$ cat src/sv/assert_macros.svh
// ----------------------------------------------------------------------------
// assert_macros: concurrent assertion helpers
// clocked on clk_i, reset by rst_ni (active low) in the including module
// ----------------------------------------------------------------------------
`ifndef ASSERT_MACROS_SVH
`define ASSERT_MACROS_SVH

`ifndef ASSERT_OFF

// checked only outside reset
`define AID_ASSERT(lbl, prop, msg) \
  lbl: assert property (@(posedge clk_i) disable iff (!rst_ni) (prop)) else $error(msg);

// checked during reset as well
`define AID_ASSERT_ALWAYS(lbl, prop, msg) \
  lbl: assert property (@(posedge clk_i) (prop)) else $error(msg);

`else

`define AID_ASSERT(lbl, prop, msg)
`define AID_ASSERT_ALWAYS(lbl, prop, msg)

`endif

`endif

$ cat src/sv/aid_pkg.sv
// ----------------------------------------------------------------------------
// aid_pkg: shared types and constants
// key register layout, result record and code names of the index decoder
// ----------------------------------------------------------------------------
package aid_pkg;

  localparam int unsigned CFG_IDX_W  = 2;
  localparam int unsigned CFG_DATA_W = 32;

  localparam logic [31:0] COUNT_KEY_RST = 32'h3BD7_A59A;
  localparam logic [7:0]  SUB_KEY_RST   = 8'd39;
  localparam logic [7:0]  XOR_KEY_RST   = 8'hA5;
  localparam logic [7:0]  BASE_KEY_RST  = 8'd27;

  typedef enum logic [CFG_IDX_W-1:0] {
    CFG_COUNT_KEY = 2'd0,
    CFG_SUB_KEY   = 2'd1,
    CFG_XOR_KEY   = 2'd2,
    CFG_BASE_KEY  = 2'd3
  } cfg_idx_e;

  typedef enum logic [1:0] {
    PH_HEADER = 2'd0,
    PH_NAME   = 2'd1,
    PH_OFFSET = 2'd2,
    PH_PAST   = 2'd3
  } phase_e;

  typedef struct packed {
    logic [31:0] count_key;
    logic [7:0]  sub_key;
    logic [7:0]  xor_key;
    logic [7:0]  base_key;
  } keys_t;

  typedef struct packed {
    phase_e      phase;
    logic [7:0]  plain_byte;
    logic [4:0]  byte_in_record;
    logic [31:0] record_index;
    logic        count_valid;
    logic [31:0] entry_count;
    logic        record_done;
    logic [31:0] record_offset;
    logic        len_valid;
    logic [31:0] entry_len;
  } res_t;

endpackage

$ cat src/sv/aid_if.sv
// ----------------------------------------------------------------------------
// aid_if: item channels of the index decoder
// raw byte input channel and decoded result channel, valid/ready
// ----------------------------------------------------------------------------
interface aid_in_if;
  logic       valid;
  logic       ready;
  logic [7:0] in_byte;
  logic       first;

  modport source (output valid, output in_byte, output first, input ready);
  modport sink   (input valid, input in_byte, input first, output ready);
endinterface

interface aid_out_if;
  logic        valid;
  logic        ready;
  logic [1:0]  phase;
  logic [7:0]  plain_byte;
  logic [4:0]  byte_in_record;
  logic [31:0] record_index;
  logic        count_valid;
  logic [31:0] entry_count;
  logic        record_done;
  logic [31:0] record_offset;
  logic        len_valid;
  logic [31:0] entry_len;

  modport source (
    output valid, output phase, output plain_byte, output byte_in_record,
    output record_index, output count_valid, output entry_count,
    output record_done, output record_offset, output len_valid,
    output entry_len, input ready
  );
  modport sink (
    input valid, input phase, input plain_byte, input byte_in_record,
    input record_index, input count_valid, input entry_count,
    input record_done, input record_offset, input len_valid,
    input entry_len, output ready
  );
endinterface

$ cat src/sv/archive_index_decoder.sv
// ----------------------------------------------------------------------------
// archive_index_decoder: keyed archive index parser
// deciphers the index of a keyed archive one raw byte per item
// ----------------------------------------------------------------------------
// The block takes one raw archive byte per item and returns exactly one
// result item per byte. It accepts a new byte every clock cycle and
// delivers one result per cycle while the output side keeps ready high;
// a byte's result passes through the input register, then the result
// register. The parse state update in aid_step is combinational, so the
// next byte can follow directly while ready stays high. The first four
// bytes build the entry count, later bytes are deciphered into 13-byte
// names (NAME_LEN) and 4-byte offsets, and the length of the previous
// record is reported when an offset completes. Setting first on a byte
// restarts the parse with that byte as header byte 0. Keys must be written
// through the cfg port only while the block is idle; the block itself does
// not enforce this.
// ----------------------------------------------------------------------------
`include "assert_macros.svh"

module archive_index_decoder #(
  parameter int unsigned NAME_LEN = 13
) (
  input  logic                           clk_i,
  input  logic                           rst_ni,
  aid_in_if.sink                         in_if,
  aid_out_if.source                      out_if,
  input  logic                           cfg_we_i,
  input  logic [aid_pkg::CFG_IDX_W-1:0]  cfg_idx_i,
  input  logic [aid_pkg::CFG_DATA_W-1:0] cfg_data_i
);
  import aid_pkg::*;

  // input register stage
  logic       s1_valid_q;
  logic [7:0] s1_byte_q;
  logic       s1_first_q;

  // result register stage
  logic       out_valid_q;
  res_t       res_q;

  keys_t      keys;
  res_t       res_d;
  logic       adv;       // item moves from input register to result register
  logic       in_fire;

  // flags of the pending result item
  logic       res_count;
  logic       res_done;
  logic       res_len;

  // the held item advances whenever the result register is empty or drained
  assign adv      = s1_valid_q && (!out_valid_q || out_if.ready);
  // input side stays open while the held item moves on this cycle
  assign in_if.ready = !s1_valid_q || adv;
  assign in_fire  = in_if.valid && in_if.ready;

  aid_cfg u_cfg (
    .clk_i  (clk_i),
    .rst_ni (rst_ni),
    .we_i   (cfg_we_i),
    .idx_i  (cfg_idx_i),
    .data_i (cfg_data_i),
    .keys_o (keys)
  );

  // parse state lives here and only updates on adv
  aid_step #(
    .NAME_LEN (NAME_LEN)
  ) u_step (
    .clk_i     (clk_i),
    .rst_ni    (rst_ni),
    .adv_i     (adv),
    .in_byte_i (s1_byte_q),
    .first_i   (s1_first_q),
    .keys_i    (keys),
    .res_o     (res_d)
  );

  // control flops
  always_ff @(posedge clk_i or negedge rst_ni) begin
    if (!rst_ni) begin
      s1_valid_q  <= 1'b0;
      out_valid_q <= 1'b0;
    end else begin
      if (in_fire) begin
        s1_valid_q <= 1'b1;
      end else if (adv) begin
        s1_valid_q <= 1'b0;
      end
      if (adv) begin
        out_valid_q <= 1'b1;
      end else if (out_if.ready) begin
        out_valid_q <= 1'b0;
      end
    end
  end

  // payload flops, no reset needed
  always_ff @(posedge clk_i) begin
    if (in_fire) begin
      s1_byte_q  <= in_if.in_byte;
      s1_first_q <= in_if.first;
    end
    if (adv) begin
      res_q <= res_d;
    end
  end

  // result channel
  assign out_if.valid          = out_valid_q;
  assign out_if.phase          = res_q.phase;
  assign out_if.plain_byte     = res_q.plain_byte;
  assign out_if.byte_in_record = res_q.byte_in_record;
  assign out_if.record_index   = res_q.record_index;
  assign out_if.count_valid    = res_q.count_valid;
  assign out_if.entry_count    = res_q.entry_count;
  assign out_if.record_done    = res_q.record_done;
  assign out_if.record_offset  = res_q.record_offset;
  assign out_if.len_valid      = res_q.len_valid;
  assign out_if.entry_len      = res_q.entry_len;

  assign res_count = out_valid_q && res_q.count_valid;
  assign res_done  = out_valid_q && res_q.record_done;
  assign res_len   = out_valid_q && res_q.len_valid;

  // an advanced item always shows up as a pending result
  `AID_ASSERT(a_adv_fills_out, adv |=> out_valid_q, "advanced item lost")
  // the count only completes during the header
  `AID_ASSERT(a_count_in_header, res_count |-> res_q.phase == PH_HEADER, "count outside header")
  // a record only completes on an offset byte
  `AID_ASSERT(a_done_in_offset, res_done |-> res_q.phase == PH_OFFSET, "done outside offset")
  // a length is only reported with a completed record
  `AID_ASSERT(a_len_with_done, res_len |-> res_q.record_done, "length without record")

endmodule

$ cat src/sv/aid_cfg.sv
// ----------------------------------------------------------------------------
// aid_cfg: key registers
// write-only register file holding the four decipher keys
// ----------------------------------------------------------------------------
module aid_cfg (
  input  logic                               clk_i,
  input  logic                               rst_ni,
  input  logic                               we_i,
  input  logic [aid_pkg::CFG_IDX_W-1:0]      idx_i,
  input  logic [aid_pkg::CFG_DATA_W-1:0]     data_i,
  output aid_pkg::keys_t                     keys_o
);
  import aid_pkg::*;

  keys_t keys_q;
  keys_t keys_d;

  always_comb begin
    keys_d = keys_q;
    if (we_i) begin
      unique case (cfg_idx_e'(idx_i))
        CFG_COUNT_KEY: keys_d.count_key = data_i[31:0];
        CFG_SUB_KEY:   keys_d.sub_key   = data_i[7:0];
        CFG_XOR_KEY:   keys_d.xor_key   = data_i[7:0];
        CFG_BASE_KEY:  keys_d.base_key  = data_i[7:0];
        default:       keys_d = keys_q;
      endcase
    end
  end

  always_ff @(posedge clk_i or negedge rst_ni) begin
    if (!rst_ni) begin
      keys_q.count_key <= COUNT_KEY_RST;
      keys_q.sub_key   <= SUB_KEY_RST;
      keys_q.xor_key   <= XOR_KEY_RST;
      keys_q.base_key  <= BASE_KEY_RST;
    end else begin
      keys_q <= keys_d;
    end
  end

  assign keys_o = keys_q;

endmodule

$ cat src/sv/aid_step.sv
// ----------------------------------------------------------------------------
// aid_step: parse state and per-byte decipher
// holds the parse position and computes one result per advanced byte
// ----------------------------------------------------------------------------
module aid_step #(
  parameter int unsigned NAME_LEN = 13
) (
  input  logic           clk_i,
  input  logic           rst_ni,
  input  logic           adv_i,
  input  logic [7:0]     in_byte_i,
  input  logic           first_i,
  input  aid_pkg::keys_t keys_i,
  output aid_pkg::res_t  res_o
);
  import aid_pkg::*;

  localparam int unsigned RecLen = NAME_LEN + 4;
  localparam int unsigned RbW    = $clog2(RecLen);

  logic [2:0]     hdr_pos_q, hdr_pos_d, hp;
  logic [31:0]    count_q, count_d, cnt;
  logic [7:0]     key_pos_q, key_pos_d, kp;
  logic [RbW-1:0] rec_byte_q, rec_byte_d, rb, rb_minus;
  logic [31:0]    rec_num_q, rec_num_d, rn;
  logic [31:0]    off_acc_q, off_acc_d, oacc;
  logic [31:0]    prev_off_q, prev_off_d, poff;
  logic           have_prev_q, have_prev_d, hprev;
  logic [7:0]     p_sub, p_xor, pos_key, p_plain;
  logic [31:0]    rb_ext;

  // restart clears the parse state before this byte is used
  always_comb begin
    hp    = first_i ? '0 : hdr_pos_q;
    cnt   = first_i ? '0 : count_q;
    kp    = first_i ? '0 : key_pos_q;
    rb    = first_i ? '0 : rec_byte_q;
    rn    = first_i ? '0 : rec_num_q;
    oacc  = first_i ? '0 : off_acc_q;
    poff  = first_i ? '0 : prev_off_q;
    hprev = first_i ? 1'b0 : have_prev_q;
  end

  always_comb begin
    hdr_pos_d   = hp;
    count_d     = cnt;
    key_pos_d   = kp;
    rec_byte_d  = rb;
    rec_num_d   = rn;
    off_acc_d   = oacc;
    prev_off_d  = poff;
    have_prev_d = hprev;
    res_o       = '0;
    res_o.phase = PH_HEADER;

    p_sub    = in_byte_i - keys_i.sub_key;
    p_xor    = p_sub ^ keys_i.xor_key;
    pos_key  = keys_i.base_key + kp;
    p_plain  = p_xor - pos_key;
    rb_minus = rb - RbW'(NAME_LEN);
    rb_ext   = 32'(rb);

    if (hp < 3'd4) begin
      count_d[{hp[1:0], 3'b000} +: 8] = cnt[{hp[1:0], 3'b000} +: 8] | in_byte_i;
      hdr_pos_d = hp + 3'd1;
      if (hp == 3'd3) begin
        count_d           = count_d ^ keys_i.count_key;
        res_o.count_valid = 1'b1;
        res_o.entry_count = count_d;
      end
    end else if (rn >= cnt) begin
      res_o.phase = PH_PAST;
    end else begin
      key_pos_d            = kp + 8'd1;
      res_o.plain_byte     = p_plain;
      res_o.byte_in_record = rb_ext[4:0];
      res_o.record_index   = rn;
      if (rb < RbW'(NAME_LEN)) begin
        res_o.phase = PH_NAME;
        rec_byte_d  = rb + RbW'(1);
      end else begin
        res_o.phase = PH_OFFSET;
        off_acc_d[{rb_minus[1:0], 3'b000} +: 8] =
          oacc[{rb_minus[1:0], 3'b000} +: 8] | p_plain;
        if (rb == RbW'(RecLen - 1)) begin
          res_o.record_done   = 1'b1;
          res_o.record_offset = off_acc_d;
          if (hprev) begin
            res_o.len_valid = 1'b1;
            res_o.entry_len = off_acc_d - poff - 32'd1;
          end
          prev_off_d  = off_acc_d;
          have_prev_d = 1'b1;
          off_acc_d   = '0;
          rec_byte_d  = '0;
          rec_num_d   = rn + 32'd1;
        end else begin
          rec_byte_d = rb + RbW'(1);
        end
      end
    end
  end

  always_ff @(posedge clk_i or negedge rst_ni) begin
    if (!rst_ni) begin
      hdr_pos_q   <= '0;
      count_q     <= '0;
      key_pos_q   <= '0;
      rec_byte_q  <= '0;
      rec_num_q   <= '0;
      off_acc_q   <= '0;
      prev_off_q  <= '0;
      have_prev_q <= 1'b0;
    end else if (adv_i) begin
      hdr_pos_q   <= hdr_pos_d;
      count_q     <= count_d;
      key_pos_q   <= key_pos_d;
      rec_byte_q  <= rec_byte_d;
      rec_num_q   <= rec_num_d;
      off_acc_q   <= off_acc_d;
      prev_off_q  <= prev_off_d;
      have_prev_q <= have_prev_d;
    end
  end

endmodule
$ cat src/flat_wrapper.sv
// flat-port wrapper written by rule: the top's interface ports become plain ports
module archive_index_decoder_flat import aid_pkg::*;
#(
  parameter int unsigned NAME_LEN = 13
)
  (clk_i, rst_ni, cfg_we_i, cfg_idx_i, cfg_data_i, in_if_valid, in_if_in_byte, in_if_first, in_if_ready, out_if_valid, out_if_phase, out_if_plain_byte, out_if_byte_in_record, out_if_record_index, out_if_count_valid, out_if_entry_count, out_if_record_done, out_if_record_offset, out_if_len_valid, out_if_entry_len, out_if_ready);
  aid_in_if in_if_i ();
  aid_out_if out_if_i ();
  input  logic clk_i;
  input  logic rst_ni;
  input  logic cfg_we_i;
  input  logic [aid_pkg::CFG_IDX_W-1:0] cfg_idx_i;
  input  logic [aid_pkg::CFG_DATA_W-1:0] cfg_data_i;
  input wire logic [$bits(in_if_i.valid)-1:0] in_if_valid;
  input wire logic [$bits(in_if_i.in_byte)-1:0] in_if_in_byte;
  input wire logic [$bits(in_if_i.first)-1:0] in_if_first;
  output wire logic [$bits(in_if_i.ready)-1:0] in_if_ready;
  output wire logic [$bits(out_if_i.valid)-1:0] out_if_valid;
  output wire logic [$bits(out_if_i.phase)-1:0] out_if_phase;
  output wire logic [$bits(out_if_i.plain_byte)-1:0] out_if_plain_byte;
  output wire logic [$bits(out_if_i.byte_in_record)-1:0] out_if_byte_in_record;
  output wire logic [$bits(out_if_i.record_index)-1:0] out_if_record_index;
  output wire logic [$bits(out_if_i.count_valid)-1:0] out_if_count_valid;
  output wire logic [$bits(out_if_i.entry_count)-1:0] out_if_entry_count;
  output wire logic [$bits(out_if_i.record_done)-1:0] out_if_record_done;
  output wire logic [$bits(out_if_i.record_offset)-1:0] out_if_record_offset;
  output wire logic [$bits(out_if_i.len_valid)-1:0] out_if_len_valid;
  output wire logic [$bits(out_if_i.entry_len)-1:0] out_if_entry_len;
  input wire logic [$bits(out_if_i.ready)-1:0] out_if_ready;
  assign in_if_i.valid = in_if_valid;
  assign in_if_i.in_byte = in_if_in_byte;
  assign in_if_i.first = in_if_first;
  assign in_if_ready = in_if_i.ready;
  assign out_if_valid = out_if_i.valid;
  assign out_if_phase = out_if_i.phase;
  assign out_if_plain_byte = out_if_i.plain_byte;
  assign out_if_byte_in_record = out_if_i.byte_in_record;
  assign out_if_record_index = out_if_i.record_index;
  assign out_if_count_valid = out_if_i.count_valid;
  assign out_if_entry_count = out_if_i.entry_count;
  assign out_if_record_done = out_if_i.record_done;
  assign out_if_record_offset = out_if_i.record_offset;
  assign out_if_len_valid = out_if_i.len_valid;
  assign out_if_entry_len = out_if_i.entry_len;
  assign out_if_i.ready = out_if_ready;
  archive_index_decoder #(.NAME_LEN(NAME_LEN)) u_core (.clk_i(clk_i), .rst_ni(rst_ni), .in_if(in_if_i), .out_if(out_if_i), .cfg_we_i(cfg_we_i), .cfg_idx_i(cfg_idx_i), .cfg_data_i(cfg_data_i));
endmodule
$ cat config.mk
export PLATFORM = sky130hd
export DESIGN_NAME = archive_index_decoder_flat
export DESIGN_NICKNAME = d
export VERILOG_FILES = /design/src/sv/aid_pkg.sv /design/src/sv/aid_if.sv /design/src/sv/archive_index_decoder.sv /design/src/sv/aid_cfg.sv /design/src/sv/aid_step.sv /design/src/flat_wrapper.sv
export VERILOG_INCLUDE_DIRS = /design/src /design/src/sv
export SDC_FILE = /design/constraint.sdc
export NUM_CORES = 1
export LEC_CHECK = 0
export BUFFER_PORTS_ARGS = -buffer_cell sky130_fd_sc_hd__buf_2
export CORE_MARGIN = 2
export CORE_UTILIZATION = 45
export CTS_BUF_LIST = sky130_fd_sc_hd__clkbuf_4 sky130_fd_sc_hd__clkbuf_8 sky130_fd_sc_hd__clkbuf_16
export DETAILED_ROUTE_END_ITERATION = 8
export GPL_TIMING_DRIVEN = 0
export PLACE_DENSITY = 0.72
export RECOVER_POWER = 25
export SYNTH_ARGS = -nofsm -noshare
export SYNTH_HDL_FRONTEND = slang
export SYNTH_HIERARCHICAL = 1
export SYNTH_SLANG_ARGS = --single-unit
$ cat constraint.sdc
create_clock -name clk_i -period 6.2 [get_ports clk_i]
set_clock_uncertainty 0.05 [all_clocks]
set_input_delay 0.31 -clock clk_i [delete_from_list [all_inputs] [get_ports clk_i]]
set_output_delay 0.31 -clock clk_i [all_outputs]
set_load 0.005 [all_outputs]
==> results of run 1 <==
[through the flow]
step | power (W) | TNS (ps) | instances | hold slack (ps) | worst slack (ps)
after floorplan | 0.00499 | 0 | 1871 | -35.6 | 7.83
after detailed placement | 0.00587 | -48960 | 2654 | 356 | -2580
after CTS | 0.00871 | 0 | 2783 | 1.33 | 1.62
after global routing | 0.00940 | -1190 | 2794 | 12.2 | -373
final | 0.00894 | -176 | 2794 | 28.1 | -108
after global placement | 0.00579 | -162920 | 2651 | 407 | -2560
[registers in the layout, summed over array words and instances (netlist names), 2 cells and up]
name	flops
u_core/out_if.plain_byte	8
u_core/u_cfg/keys_o	56
u_core/u_step/rec_num_q	32
u_core/out_if.byte_in_record	5
u_core/out_if.phase	2
u_core/u_step/hdr_pos_q	3
u_core/s1_byte_q	8
u_core/out_if.record_index	32
u_core/out_if.entry_count	32
u_core/u_step/off_acc_q	32
u_core/u_step/count_q	32
u_core/out_if.entry_len	32
u_core/u_step/rec_byte_q	5
u_core/u_step/prev_off_q	32
u_core/out_if.record_offset	32
u_core/u_step/key_pos_q	8
[cells in the mapped netlist, drive strengths merged (10+ instances only)]
library cell / n
nor2b: 48
a31oi: 12
dfrtp: 172
nand3: 58
a21o: 27
nand2b: 85
o22ai: 26
xor2: 78
a21oi: 68
o21ai: 125
xnor2: 58
nand4: 22
clkbuf: 75
a22oi: 39
dfstp: 31
nand2: 182
inv: 73
nor2: 163
and3: 57
and2: 10
buf: 15
nor3: 18
ha: 92
edfxtp: 155
mux2: 59
[cell usage in the layout, fill, tap and decap left out, types with 9 or more instances in the layout]
cell type / Yosys / routed
edfxtp_1: 155 / 155
a21o_1: 27 / 27
nor2_1: 163 / 162
nand3_1: 58 / 58
a21oi_1: 68 / 62
nand2_1: 182 / 181
dfstp_2: 31 / 31
o21ai_0: 121 / 112
o22ai_1: 26 / 26
xnor2_1: 58 / 51
nor3_1: 17 / 14
a22oi_1: 39 / 28
clkbuf_16: 0 / 40
a31oi_1: 12 / 11
ha_1: 92 / 84
buf_2: 7 / 180
clkbuf_1: 75 / 89
clkinv_2: 0 / 9
mux2_2: 57 / 55
xor2_1: 78 / 76
nand2b_1: 85 / 85
o21a_1: 9 / 9
dlygate4sd3_1: 0 / 43
a221o_1: 9 / 9
inv_1: 73 / 70
clkbuf_8: 0 / 12
a22oi_2: 0 / 11
buf_4: 3 / 26
nor2b_1: 47 / 46
and3_1: 57 / 57
dfrtp_1: 172 / 172
nand4_1: 22 / 22
[layer usage]
metal,up-vias,routed length [um]
li1,7227,-
met1,7673,24100
met2,686,25500
met3,135,4010
met4,0,1740
met5,-,0
[timing repair]
item | 4_1_cts | 5_1_grt
pin swaps | 18 | 29
setup endpoints to repair | 50 | 10
hold endpoints to repair | 133 | 0
buffers inserted | 14 | 12
hold buffers | 43 | 0
gates resized for setup | 62 | 27
[report_power, final]
group	internal, W	leakage, nW	switching [W]
logic	0.00147	5.37	0.00211
registers	0.00274	4.20	0.000171
clock network	0.00146	0.678	0.000984
[cell families after synthesis]
family,share of synthesized area
adder cells (fa/ha/maj),0.0682
AND/OR/NAND/NOR,0.172
multiplexers,0.0469
XOR/XNOR,0.0611
flip-flops,0.501
buffers and inverters,0.0326
AO/OA/AOI/OAI,0.118
[cell type report]
type	count	area (sq um)
tap	585	732
inverter	74	278
clock buffer	50	1130
fill	3674	19200
multi-input combinational	1349	9430
sequential	358	9770
clock inverter	23	235
buffer	88	404
timing repair buffer	267	1670
[worst paths after layout]
path,to
worst min register to register,u_core/u_step/count_q[16]
min in group asynchronous,u_core/u_step/rec_num_q[30]
worst min-delay path,u_core/u_cfg/keys_o[15]
worst max register to register,u_core/out_if.entry_len[30]
worst max-delay path,u_core/out_if.entry_len[30]
max in group asynchronous,u_core/u_cfg/keys_o[2]
[worst max-delay path, delay by kind of cell (launching register included)]
family,cells,cell delay (ps)
AOI/OAI and AO/OA,12,2520
adders and majority gates,4,1070
buffers and inverters,3,290
and+or+nand+nor,3,570
DFF,1,450
xor gates and xnor gates,6,1070
==> results.ini, run 1 <==
[sta]
setup_violations=2
fmax_mhz=159
max-slew-margin-rel=-2.11
tightest_slew_ps=4660
hold_violations=0
grt_setup_unrepaired=yes
slew_viol_final=102
finalCritPeriodShare=1.02
fin_ws_ps=-108
min_period_ps=6310

[die]
start_util=0.455
num_rows=76
io_pins=196
die_area_sq_um=45000
dieHeight_um=212
die_w_um=212
coreArea_sq_um=42900

[drt]
drtIter0Drc=1584
wl_per_cell_um=19.8
vias=15700
ant_nets=0
drc_errors=0
wl_um=55400
via_per_inst=5.63
drtPass1Iterations=6

[synthesis]
ys_seq_area_frac=0.501
synth_edf_count=155
synth-seq-cells=358
syn_nets=2020
synthCells=1871
synthArstFlopShare=0.567
synthDistinctLibCells=73
syn_area_sq_um=19500
synth.largest_area_cell=edfxtp_1
avgSynthCellArea_sq_um=10.4
netlist.area_leader.share=0.239
synth_area_leaders=edfxtp_1 (24%), dfrtp_1 (22%), ha_1 (5.9%)
ys.flop_type=dfrtp_1
yosys_warnings=6

[placement]
placed_area_sq_um=21300
dp.final_hpwl_um=40500
gp_congestion=0.963
io_buffers=195

[run]
cap_violations=1

[critical_path]
crit_path_max_incr_delay_ps=450
crit_start=u_core/s1_byte_q[0]
crit_arrival_ps=6560
rr_worst_depth=28
ff2ff_setup_slack_ps=-110
worstPathRequired_ps=6450
cp_slowest_cell=edfxtp_1
endpoint_kind=flop
crit_path_start_kind=flop
critPathMaxFanout=4
r2r_start=u_core/s1_byte_q[0]
criticalPathCategory=flop to flop
cp_common_cell=xnor2_2

[clock_network]
ctsRootBufferMaster=clkbuf_16
tritoncts=yes
h-tree-depth=2
cts_max_path_buffers=3
cts_buffers=40
clk_latency_ps=560
cts.sinks=358
clk_pin_slew_ps=60

[global_route]
grt_use_met1=0.339
grt_max_degree=103
grt.met2_usage=0.391
met3_usage=0.0388
grt-busiest-layer=met2
grt_pass1_wl_um=85500
overflow=0
grt_pass1_vias=15400
antenna_found_initial=0
gr-usage-all-layers=0.245

[power]
power-per-cell-area_nw_per_um2=378
vdd_drop_max_mv=0.226
p_leak_nw=10.3

[final_layout]
fin_area_sq_um=23600
utilization=0.551
final_nets=2327
area_growth_pct=21.2
n_antenna_cell=0
drive_gt1_frac=0.202

[hold_path]
min_from=cfg_data_i[7]
hold_class=input pin to flop
hold_path_depth=2

[outcome]
violations=max-capacitance violations, max-slew violations, negative setup slack
outcome=finished, violations left

Power figures use the tool's default switching activity.
==> inputs of run 2 (changes only) <==
--- a/config.mk
+++ b/config.mk
@@ -12,7 +12,7 @@
 export CTS_BUF_LIST = sky130_fd_sc_hd__clkbuf_4 sky130_fd_sc_hd__clkbuf_8 sky130_fd_sc_hd__clkbuf_16
 export DETAILED_ROUTE_END_ITERATION = 8
 export GPL_TIMING_DRIVEN = 0
-export PLACE_DENSITY = 0.72
+export PLACE_DENSITY = 0.7
 export RECOVER_POWER = 25
 export SYNTH_ARGS = -nofsm -noshare
 export SYNTH_HDL_FRONTEND = slang
==> constraint.sdc (replaced) <==
create_clock -name clk_i -period 6.6 [get_ports clk_i]
set_clock_uncertainty 0.05 [all_clocks]
set_input_delay 0.33 -clock clk_i [delete_from_list [all_inputs] [get_ports clk_i]]
set_output_delay 0.33 -clock clk_i [all_outputs]
set_load 0.005 [all_outputs]
==> results.ini, run 2 (synthesized netlist as in run 1, its figures left out) <==
[clock_network]
ctsRootBufferMaster=clkbuf_16
cts.sinks=358
tritoncts=yes
clk_pin_slew_ps=60
cts_buffers=39
cts_max_path_buffers=3
h-tree-depth=2
clk_latency_ps=560

[drt]
drc_errors=0
vias=15500
via_per_inst=5.58
ant_nets=0
drtIter0Drc=1430
wl_per_cell_um=19.8
wl_um=55000
drtPass1Iterations=5

[final_layout]
layout_common_cells=buf_2 (198), nand2_1 (181), dfrtp_1 (172), nor2_1 (162), edfxtp_1 (155)
fillers=3712
register_area_sq_um=9770
area_growth_pct=19.6
final_nets=2313
multi_input_area_sq_um=9340
largest_register_ffs=56
final_common_cell=buf_2
drive_gt1_frac=0.205

[critical_path]
criticalPathCategory=flop to flop
cp_common_cell=a21o_1
critPathMaxFanout=6
crit_path_max_incr_delay_ps=570
ff2ff_setup_slack_ps=160
worstPathRequired_ps=6840
rr_worst_depth=27
cp_slowest_cell=fa_2
endpoint_kind=flop
crit_start=u_core/u_cfg/keys_o[16]
crit_path_start_kind=flop
r2r_start=u_core/u_cfg/keys_o[16]
crit_arrival_ps=6680
r2r_end=u_core/out_if.entry_len[30]

[outcome]
violations=max-capacitance violations, max-slew violations
outcome=finished, violations left

[power]
vdd_drop_max_mv=0.223
p_leak_nw=10.2
power_w=0.00810
power-per-cell-area_nw_per_um2=347

[sta]
min_period_ps=6440
max-slew-margin-rel=-1.32
setup_violations=0
holdWs_ps=24.5
slew_viol_final=208
finalCritPeriodShare=0.975
hold_violations=0
fmax_mhz=155
tightest_slew_ps=3490
setup_tns_ps=0

[global_route]
overflow=0
grt_pass1_vias=15000
grt_pass1_wl_um=84700
gr-usage-all-layers=0.242
grt_max_degree=75
antenna_found_initial=0

[hold_path]
hold_class=input pin to flop
hold_path_depth=3
min_from=out_if_ready
min_to=u_core/out_if.valid

[die]
num_rows=76
coreArea_sq_um=42900
start_util=0.455
die_area_sq_um=45000
die_w_um=212
io_pins=196
dieHeight_um=212

[placement]
io_buffers=195
dp.final_hpwl_um=40300
gp_congestion=0.928

[run]
cap_violations=3

-- run 2: cell count changes in the layout (fill, tap and decap cells not counted), moves of 4 or more --
| cell | before | now |
|---|---|---|
| buf_2 | 180 | 198 |
| buf_4 | 26 | 19 |
| buf_6 | 0 | 4 |
| clkbuf_1 | 89 | 70 |
| clkbuf_4 | 3 | 17 |
| clkbuf_8 | 12 | 3 |
| dlygate4sd3_1 | 43 | 38 |
| ha_4 | 8 | 4 |
-- run 2: worst max path at each step --
stage / cells past startpoint / end / slack (ps)
after global routing: 28 / u_core/out_if.entry_len[28] / -40
final: 27 / u_core/out_if.entry_len[30] / 160
after floorplan: 27 / u_core/out_if.entry_len[30] / 350
after detailed placement: 28 / u_core/out_if.entry_len[30] / -2240
after CTS: 26 / u_core/out_if.entry_len[30] / 2
after global placement: 27 / u_core/out_if.entry_len[30] / -2110
-- run 2: final cells by class --
type,instances,share of cell area
Antenna cell,1,0.000107
Buffer,89,0.0175
Clock buffer,58,0.0492
Clock inverter,14,0.00504
Inverter,74,0.0119
Multi-Input combinational cell,1349,0.400
Sequential cell,358,0.419
Tap cell,585,0.0314
Timing Repair Buffer,253,0.0659
-- run 2: stage by stage --
step | cells | area, sq um | setup slack [ps] | util
4_1_cts | 2770 | 23100 | 2.43 | 0.540
3_5_place_dp | 2655 | 21300 | -2240 | 0.498
3_3_place_gp | 2651 | 21200 | -2110 | 0.495
2_1_floorplan | 1871 | 19500 | 346 | -
5_1_grt | 2780 | 23300 | -42.5 | 0.544
6_report | 2781 | 23300 | 164 | 0.544
-- run 2: layer usage --
| metal | global-route usage | wire length [um] | part of all wire |
|---|---|---|---|
| met1 | 0.347 | 24500 | 0.44 |
| met5 | 0 | 0 | 0 |
| met2 | 0.376 | 25000 | 0.45 |
| met3 | 0.0427 | 4080 | 0.074 |
| met4 | 0.0729 | 1450 | 0.026 |
-- run 2: worst max-delay path: cells and delay by family, from the launching register on --
kind / cells / cell delay (ps)
adder cells (fa/ha/maj): 5 / 1650
AO/OA/AOI/OAI: 13 / 2700
flip-flops: 1 / 560
XOR/XNOR: 2 / 360
AND/OR/NAND/NOR: 4 / 670
buffers and inverters: 3 / 190
-- run 2: where the power goes --
group / internal [W] / switching, W
Combinational: 0.00126 / 0.00196
Clock: 0.00126 / 0.000894
Sequential: 0.00258 / 0.000157
Total: 0.00509 / 0.00301
-- run 2: timing repair --
action | CTS | global route
hold endpoints to repair | 106 | 0
resized for setup | 36 | 44
setup buffers | 6 | 9
pin swaps | 7 | 32
setup endpoints to repair | 29 | 9
hold buffers | 38 | 0
